[src/design/sha256_pkg.sv]
// Package for the SHA-256 message hasher: round constants, initial hash
// values and the round helper functions. No dependencies.
package sha256_pkg;

  localparam int unsigned WordW = 32;

  typedef logic [31:0] word_t;

  function automatic word_t round_const(input logic [5:0] idx);
    word_t k;
    unique case (idx)
      6'd0:  k = 32'h428a2f98; 6'd1:  k = 32'h71374491; 6'd2:  k = 32'hb5c0fbcf;
      6'd3:  k = 32'he9b5dba5; 6'd4:  k = 32'h3956c25b; 6'd5:  k = 32'h59f111f1;
      6'd6:  k = 32'h923f82a4; 6'd7:  k = 32'hab1c5ed5; 6'd8:  k = 32'hd807aa98;
      6'd9:  k = 32'h12835b01; 6'd10: k = 32'h243185be; 6'd11: k = 32'h550c7dc3;
      6'd12: k = 32'h72be5d74; 6'd13: k = 32'h80deb1fe; 6'd14: k = 32'h9bdc06a7;
      6'd15: k = 32'hc19bf174; 6'd16: k = 32'he49b69c1; 6'd17: k = 32'hefbe4786;
      6'd18: k = 32'h0fc19dc6; 6'd19: k = 32'h240ca1cc; 6'd20: k = 32'h2de92c6f;
      6'd21: k = 32'h4a7484aa; 6'd22: k = 32'h5cb0a9dc; 6'd23: k = 32'h76f988da;
      6'd24: k = 32'h983e5152; 6'd25: k = 32'ha831c66d; 6'd26: k = 32'hb00327c8;
      6'd27: k = 32'hbf597fc7; 6'd28: k = 32'hc6e00bf3; 6'd29: k = 32'hd5a79147;
      6'd30: k = 32'h06ca6351; 6'd31: k = 32'h14292967; 6'd32: k = 32'h27b70a85;
      6'd33: k = 32'h2e1b2138; 6'd34: k = 32'h4d2c6dfc; 6'd35: k = 32'h53380d13;
      6'd36: k = 32'h650a7354; 6'd37: k = 32'h766a0abb; 6'd38: k = 32'h81c2c92e;
      6'd39: k = 32'h92722c85; 6'd40: k = 32'ha2bfe8a1; 6'd41: k = 32'ha81a664b;
      6'd42: k = 32'hc24b8b70; 6'd43: k = 32'hc76c51a3; 6'd44: k = 32'hd192e819;
      6'd45: k = 32'hd6990624; 6'd46: k = 32'hf40e3585; 6'd47: k = 32'h106aa070;
      6'd48: k = 32'h19a4c116; 6'd49: k = 32'h1e376c08; 6'd50: k = 32'h2748774c;
      6'd51: k = 32'h34b0bcb5; 6'd52: k = 32'h391c0cb3; 6'd53: k = 32'h4ed8aa4a;
      6'd54: k = 32'h5b9cca4f; 6'd55: k = 32'h682e6ff3; 6'd56: k = 32'h748f82ee;
      6'd57: k = 32'h78a5636f; 6'd58: k = 32'h84c87814; 6'd59: k = 32'h8cc70208;
      6'd60: k = 32'h90befffa; 6'd61: k = 32'ha4506ceb; 6'd62: k = 32'hbef9a3f7;
      default: k = 32'hc67178f2;
    endcase
    return k;
  endfunction

  function automatic word_t init_word(input logic [2:0] idx);
    word_t h;
    unique case (idx)
      3'd0: h = 32'h6a09e667; 3'd1: h = 32'hbb67ae85;
      3'd2: h = 32'h3c6ef372; 3'd3: h = 32'ha54ff53a;
      3'd4: h = 32'h510e527f; 3'd5: h = 32'h9b05688c;
      3'd6: h = 32'h1f83d9ab; default: h = 32'h5be0cd19;
    endcase
    return h;
  endfunction

  function automatic word_t ror(input word_t x, input int unsigned n);
    return (x >> n) | (x << (WordW - n));
  endfunction

  localparam logic [7:0] PadByte = 8'h80;
  localparam logic [5:0] LenPos  = 6'd56;

  // Handshake between the top level and the round unit.
  typedef struct packed {
    logic start;
    logic done;
  } rnd_ctl_t;

endpackage

[src/design/sha256_round.sv]
// One SHA-256 round unit, used 64 times per block, with its schedule window.
// Depends on sha256_pkg.
module sha256_round
  import sha256_pkg::*;
(
  input  logic        clk,
  input  logic        rst_n,
  input  logic        start,
  input  word_t       blk_word,   // message word r during rounds 0..15
  input  word_t [7:0] h_in,
  output logic [3:0]  rd_idx,     // block word for the current round
  output word_t [7:0] v_out,
  output logic        done
);

  word_t [15:0] w_r;
  word_t [7:0]  v_r;
  logic [5:0]   rnd_r;
  logic         busy_r;
  logic         done_r;

  word_t wt, s0, s1, wnew, t1, t2;

  assign rd_idx = rnd_r[3:0];

  always_comb begin
    s0   = ror(w_r[1], 7) ^ ror(w_r[1], 18) ^ (w_r[1] >> 3);
    s1   = ror(w_r[14], 17) ^ ror(w_r[14], 19) ^ (w_r[14] >> 10);
    wnew = s1 + w_r[9] + s0 + w_r[0];
    wt   = (rnd_r < 6'd16) ? blk_word : wnew;
    t1   = v_r[7] + (ror(v_r[4], 6) ^ ror(v_r[4], 11) ^ ror(v_r[4], 25))
         + ((v_r[4] & v_r[5]) ^ (~v_r[4] & v_r[6])) + round_const(rnd_r) + wt;
    t2   = (ror(v_r[0], 2) ^ ror(v_r[0], 13) ^ ror(v_r[0], 22))
         + ((v_r[0] & v_r[1]) ^ (v_r[0] & v_r[2]) ^ (v_r[1] & v_r[2]));
  end

  always_ff @(posedge clk) begin
    if (!rst_n) begin
      busy_r <= 1'b0;
      done_r <= 1'b0;
      rnd_r  <= '0;
    end else begin
      done_r <= 1'b0;
      if (start) begin
        busy_r <= 1'b1;
        rnd_r  <= '0;
        v_r    <= h_in;
      end else if (busy_r) begin
        v_r    <= {v_r[6:4], v_r[3] + t1, v_r[2:0], t1 + t2};
        w_r    <= {wt, w_r[15:1]};
        rnd_r  <= rnd_r + 6'd1;
        if (rnd_r == 6'd63) begin
          busy_r <= 1'b0;
          done_r <= 1'b1;
        end
      end
    end
  end

  assign v_out = v_r;
  assign done  = done_r;

endmodule

[src/design/sha256_message_hasher_core.sv]
// Top level of the SHA-256 message hasher. Holds the block buffer, the
// chaining words, the sequencer and the output register. Uses sha256_pkg
// and sha256_round.
//
// A word with in_mode 0 absorbs in_data_byte, and in_ready stays high for the
// next word except after the 64th byte of a block. That byte starts a
// compression of 64 rounds followed by the chaining update, and in_ready is
// low until both are done. A word with in_mode 1 pads the message and
// compresses one or two blocks. The sequencer writes the zero bytes and then
// the length bytes into the buffer before the last compression; two blocks
// are needed when fewer than eight bytes follow the 0x80. The digest then
// comes out as eight output words, word_index 0 first, last_word set on the
// eighth. After the chaining update of the last compression the sequencer
// loads the first word into the output register, and the rest follow one
// per cycle while out_ready is high. in_ready stays low from the finish word
// until the eighth word is taken. After the digest the hasher starts over
// from the initial hash values. The single round unit, one round per cycle,
// sets the throughput.
module sha256_message_hasher_core
  import sha256_pkg::*;
(
  input  logic        clk,
  input  logic        rst_n,
  input  logic        in_valid,
  output logic        in_ready,
  input  logic        in_mode,
  input  logic [7:0]  in_data_byte,
  output logic        out_valid,
  input  logic        out_ready,
  output logic [31:0] out_digest_word,
  output logic [2:0]  out_word_index,
  output logic        out_last_word
);

  localparam logic [2:0] StIdle = 3'd0;  // accept words
  localparam logic [2:0] StPad  = 3'd1;  // write padding bytes
  localparam logic [2:0] StLen  = 3'd2;  // write length bytes
  localparam logic [2:0] StComp = 3'd3;  // waiting on round unit
  localparam logic [2:0] StOut  = 3'd4;  // delivering digest

  logic [2:0]   st_r;
  logic [60:0]  byte_cnt_r;   // bytes absorbed; bit count is this times 8
  logic [63:0]  len_r;        // latched bit length for padding
  logic [5:0]   pos_r;        // padding write pointer
  logic         final_r;      // compression in flight is the last block
  logic         extra_r;      // padding needs a second block after this one
  word_t [7:0]  h_r;
  logic [2:0]   oidx_r;
  logic         oval_r;
  word_t        odat_r;

  // Block buffer as 16 words of 4 bytes, at most one byte written per cycle.
  logic [3:0][7:0] mem_r [16];
  word_t        blk_word;
  logic [3:0]   rd_idx;
  word_t [7:0]  v_out;
  rnd_ctl_t     rc;
  logic         rnd_done;

  logic         wr_en;
  logic [5:0]   wr_addr;
  logic [7:0]   wr_data;

  assign blk_word = mem_r[rd_idx];

  sha256_round u_round (
    .clk, .rst_n,
    .start    (rc.start),
    .blk_word (blk_word),
    .h_in     (h_r),
    .rd_idx   (rd_idx),
    .v_out    (v_out),
    .done     (rnd_done)
  );

  assign in_ready = (st_r == StIdle);
  wire in_acc = in_valid && in_ready;
  wire [5:0] fill = byte_cnt_r[5:0];

  // Any byte written to the last slot of a block (data, pad, zero or length) starts a compression at once.
  always_comb begin
    wr_en   = 1'b0;
    wr_addr = fill;
    wr_data = in_data_byte;
    rc.start = 1'b0;
    rc.done  = rnd_done;
    if (in_acc) begin
      wr_en   = 1'b1;
      wr_data = in_mode ? PadByte : in_data_byte;
      rc.start = (fill == 6'd63);
    end else if (st_r == StPad || st_r == StLen) begin
      wr_en   = 1'b1;
      wr_addr = pos_r;
      wr_data = (st_r == StLen) ? len_r[8'd63 - {pos_r[2:0], 3'd0} -: 8] : 8'h00;
      rc.start = (pos_r == 6'd63);
    end
  end

  // Byte 0 of a word is its most significant byte.
  always_ff @(posedge clk) begin
    if (wr_en) mem_r[wr_addr[5:2]][2'd3 - wr_addr[1:0]] <= wr_data;
  end

  always_ff @(posedge clk) begin
    if (!rst_n) begin
      st_r       <= StIdle;
      byte_cnt_r <= '0;
      final_r    <= 1'b0;
      extra_r    <= 1'b0;
      oval_r     <= 1'b0;
      oidx_r     <= '0;
      for (int i = 0; i < 8; i++) h_r[i] <= init_word(3'(i));
    end else begin
      unique case (st_r)
        StIdle: begin
          if (in_acc) begin
            final_r <= 1'b0;
            if (!in_mode) begin
              byte_cnt_r <= byte_cnt_r + 61'd1;
              if (fill == 6'd63) st_r <= StComp;
            end else begin
              len_r   <= {byte_cnt_r, 3'd0};
              pos_r   <= fill + 6'd1;
              // No room for the length after the pad byte: two blocks.
              extra_r <= (fill > LenPos - 6'd1);
              if (fill == 6'd63) st_r <= StComp;
              else if (fill == LenPos - 6'd1) st_r <= StLen;
              else st_r <= StPad;
            end
          end
        end
        StPad: begin
          pos_r <= pos_r + 6'd1;
          if (pos_r == 6'd63) begin
            st_r <= StComp;   // padding overflowed into a second block
          end else if (pos_r == LenPos - 6'd1) begin
            st_r <= StLen;
          end
        end
        StLen: begin
          pos_r <= pos_r + 6'd1;
          if (pos_r == 6'd63) begin
            st_r    <= StComp;
            final_r <= 1'b1;
          end
        end
        StComp: begin
          if (rc.done) begin
            for (int i = 0; i < 8; i++) h_r[i] <= h_r[i] + v_out[i];
            if (final_r) begin
              st_r   <= StOut;
              oidx_r <= '0;
            end else if (extra_r) begin
              st_r    <= StPad;   // second padding block, pos_r is back at 0
              extra_r <= 1'b0;
            end else begin
              st_r <= StIdle;
            end
          end
        end
        StOut: begin
          if (!oval_r || out_ready) begin
            if (oval_r && oidx_r == 3'd7) begin
              oval_r     <= 1'b0;
              st_r       <= StIdle;
              byte_cnt_r <= '0;
              len_r      <= '0;
              final_r    <= 1'b0;
              for (int i = 0; i < 8; i++) h_r[i] <= init_word(3'(i));
            end else begin
              if (oval_r) oidx_r <= oidx_r + 3'd1;
              odat_r <= h_r[oval_r ? oidx_r + 3'd1 : oidx_r];
              oval_r <= 1'b1;
            end
          end
        end
        default: st_r <= StIdle;
      endcase
    end
  end

  assign out_valid       = oval_r;
  assign out_digest_word = odat_r;
  assign out_word_index  = oidx_r;
  assign out_last_word   = (oidx_r == 3'd7);

  a_no_in_when_out: assert property (@(posedge clk) disable iff (!rst_n)
    out_valid |-> !in_ready) else $error("input taken during digest");
  a_idle_after_last: assert property (@(posedge clk) disable iff (!rst_n)
    (out_valid && out_ready && out_last_word) |=> !out_valid)
    else $error("extra digest word");
  a_start_idle: assert property (@(posedge clk) disable iff (!rst_n)
    rc.start |-> (st_r != StComp)) else $error("round unit restarted");

endmodule

[config.mk]
export PLATFORM = sky130hd
export DESIGN_NAME = sha256_message_hasher_core
export DESIGN_NICKNAME = d
export VERILOG_FILES = /design/src/design/sha256_pkg.sv /design/src/design/sha256_round.sv /design/src/design/sha256_message_hasher_core.sv
export SDC_FILE = /design/constraint.sdc
export NUM_CORES = 2
export LEC_CHECK = 0
export CORE_MARGIN = 4
export CORE_UTILIZATION = 40
export CTS_BUF_LIST = sky130_fd_sc_hd__clkbuf_8
export CTS_CLUSTER_SIZE = 16
export DETAILED_ROUTE_END_ITERATION = 16
export DONT_BUFFER_PORTS = 1
export HOLD_SLACK_MARGIN = 0.08
export PLACE_DENSITY = 0.6
export SLEW_MARGIN = 40
export SYNTH_ARGS = -nofsm -noshare
export SYNTH_HDL_FRONTEND = slang
export SYNTH_SLANG_ARGS = --single-unit
[constraint.sdc]
create_clock -name clk -period 17.4 [get_ports clk]
set_clock_uncertainty 0.2 [all_clocks]
set_input_delay 0.87 -clock clk [delete_from_list [all_inputs] [get_ports clk]]
set_output_delay 0.87 -clock clk [all_outputs]
set_load 0.01 [all_outputs]
==> flow_metrics.py <==
metrics = {
    "run_status": {
        "status": "finished clean",
    },
    "setup_path": {
        "critical_path_class": "reg2reg",
        "cp-end-kind": "flop",
        "startpoint_type": "flop",
        "worstPathRequired_ns": 18.01,
        "cp_slowest_stage_delay_ns": 0.58,
        "worstPathArrival_ns": 11.43,
        "critPathLaunch": "u_round.w_r[37]",
        "cp_slowest_cell": "a2111oi_0",
        "regToRegStartpoint": "u_round.w_r[37]",
        "critical_path.max_fanout": 6,
    },
    "placed_design": {
        "dp_hpwl_mm": 205.3,
        "dp_cells": 10580,
        "io_buffers": 0,
        "routabilityCongestion": 0.9690,
    },
    "global_route": {
        "grtUsageMet3_pct": 5.262,
        "grt_use_total_pct": 24.06,
        "grt_pass1_vias": 62090,
        "grt_busiest_layer": "met2",
        "antenna_found_initial": 18,
        "globalRouteOverflowTotal": 0,
        "gr-usage-met1_pct": 35.01,
        "grt_max_degree": 143,
        "met2_usage_pct": 35.49,
        "grt_pass1_wl_mm": 425.5,
    },
    "power_and_ir_drop": {
        "irDropWorstVdd_mv": 0.2147,
        "power_density_mw_per_mm2": 136.9,
        "total_power_mw": 13.97,
        "power.leakage_nw": 37.97,
    },
    "synth": {
        "synth_area_leader_cell": "edfxtp_1",
        "ys_ff_latch": 1749,
        "yosys.area.top_type_share_pct": 44.97,
        "synth_most_common_cell": "edfxtp_1",
        "synth_area_leaders": "edfxtp_1 (45%), dfxtp_1 (8.0%), mux4_2 (5.8%), ha_1 (5.3%), nand2_1 (4.3%)",
        "synth_cell_types": 85,
        "ys.warnings.count": 0,
        "synthArstFlopShare_pct": 0,
        "synth_nets": 8430,
        "syn_area_per_cell_um2": 11.76,
        "synth_common_cells": "edfxtp_1 (1379), nand2_1 (1045), nor2_1 (519)",
        "synth_edf_count": 1379,
        "seq_area_frac_synth_pct": 53.01,
        "postSynthCellCount": 7829,
        "synth_flop_cell": "edfxtp_1",
        "synth_area_mm2": 0.09209,
    },
    "sta": {
        "max_slew_margin_pct": 35.77,
        "rsz0062_at_grt": "false",
        "clock.fmax_ghz": 0.09241,
        "worst_pin_slew_ns": 0.9570,
        "finalSetupTns_ns": 0,
        "setup_violations": 0,
        "finalMaxSlewViolations": 0,
        "finalHoldViolCount": 0,
        "whs_ns": 0.1500,
        "fin_crit_sh_pct": 62.19,
        "fin_crit_ns": 10.82,
    },
    "detailed_routing": {
        "ant_nets": 0,
        "first_pass_iters": 6,
        "wl_per_cell_um": 26.03,
        "drc": 0,
        "drt_iter0_drc": 6975,
        "num_vias": 63860,
        "viasPerCell": 5.722,
        "drt_wl_total_mm": 290.5,
    },
    "final_layout": {
        "syn_to_final_growth_pct": 10.80,
        "num-nets-final": 8505,
        "stdcell_count": 11160,
        "fin_util_pct": 44.72,
        "drive_gt1_share_pct": 11.09,
    },
    "floorplanning": {
        "start_util_pct": 40.36,
        "ios": 51,
        "die_area_mm2": 0.2380,
        "die_h_um": 487.8,
        "core_mm2": 0.2282,
        "num_rows": 175,
        "die_x_um": 487.8,
    },
    "job": {
        "maxCapViolations": 0,
    },
    "cts": {
        "cts-root-buf": "clkbuf_8",
        "cts_sinks": 1749,
        "clock_latency_ns": 1.10,
        "post_cts_buffers": 0,
        "clockBufferDepth": 4,
        "post_cts_resized": 0,
        "numCtsBuffers": 325,
        "ctsHtreeMaxLevel": 5,
        "clkTransAtPathRegs_ns": 0.06,
        "cts_tree": "yes",
    },
    "min_path": {
        "worstHoldPathType": "reg2reg",
        "min_from": "u_round.w_r[336]",
    },
}
power by group:
group	internal, mW	switching, mW
Combinational	1.96	3.13
Clock	2.04	1.74
Sequential	5.04	0.0617
per-stage QoR:
step | instance area [um2] | worst slack [ns]
global route | 102000 | 5.856
CTS | 101900 | 6.615
global placement | 95600 | 6.627
detailed placement | 95770 | 6.646
finish | 102000 | 6.579
floorplan | 92090 | 2.715
placed cells by master (no fill, tap or decap), types with 25 or more instances in the layout:
cell type / instances
o21ai_0: 393
inv_1: 488
xnor2_1: 410
a22oi_1: 62
mux2_2: 36
ha_1: 391
clkinv_1: 51
xor2_1: 223
fa_1: 195
clkbuf_8: 357
and2_1: 77
clkinv_2: 25
o22ai_1: 104
a21o_1: 202
a31oi_1: 42
nor3_1: 61
o21a_1: 48
nor2b_1: 54
nor2_1: 479
or3_1: 45
a211oi_1: 35
nand2b_1: 44
o21bai_1: 49
buf_4: 90
dfxtp_1: 367
mux4_2: 238
nor2_2: 36
and3_1: 52
nand3_1: 111
nand4_1: 30
mux2i_1: 60
nand2_1: 1041
o211ai_1: 30
edfxtp_1: 1379
a21oi_1: 433
state kept, by name, indices dropped and copies added (netlist names), named ones only:
name	count
extra_r	1
u_round.rnd_r	6
u_round.w_r	512
u_round.v_out	256
out_valid	1
u_round.done	1
out_word_index	3
final_r	1
st_r	3
byte_cnt_r	61
out_digest_word	32
pos_r	6
mem_r	512
len_r	61
u_round.busy_r	1
h_r	256
cell type report:
class	count	area, um2
Clock buffer	357	4913
Sequential cell	1749	48830
Inverter	387	1455
Tap cell	3009	3765
Fill cell	20980	126100
Clock inverter	202	1141
Timing Repair Buffer	117	1015
Antenna cell	14	35.03
Multi-Input combinational cell	5324	40890
metal layers:
layer	vias up	share of wire (%)
met4	18	3.5
met1	31990	45
met5	-	0.043
met3	491	8.3
met2	2717	43
li1	28640	-
logic make-up (layout without fill, tap and decap cells):
logic type	after synthesis	count (layout)	synth area share [%]
other	0	14	0
buffers and inverters	756	1063	3.091
adder cells (fa/ha/maj)	606	606	9.774
AND/OR/NAND/NOR	2098	2098	9.844
flip-flops	1749	1749	53.01
XOR/XNOR	642	642	6.121
multiplexers	340	340	6.978
AO/OA/AOI/OAI	1638	1638	11.18
critical path: cells and delay by family (launching register included):
| kind | cells | cell delay [ns] |
|---|---|---|
| AOI/OAI and AO/OA | 18 | 4.35 |
| adders and majority gates | 8 | 3.39 |
| xor gates and xnor gates | 5 | 1.26 |
| DFF | 1 | 0.46 |
| and+or+nand+nor | 1 | 0.37 |
| buffers and inverters | 5 | 0.35 |
| muxes | 1 | 0.23 |
repair_timing:
item	CTS	global route
hold endpoints to repair	122	0
hold buffers	5	0
setup endpoints to repair	0	0
path summary, 6_finish.rpt:
path / depth (start not counted) / slack [ns] / to
worst max-delay path: 38 / 6.58 / u_round.v_out[28]
worst min-delay path: 0 / 0.15 / u_round.w_r[304]
worst max register to register: 38 / 6.58 / u_round.v_out[28]
worst min register to register: 0 / 0.15 / u_round.w_r[304]
No activity file was read; power rests on OpenSTA's default activity.
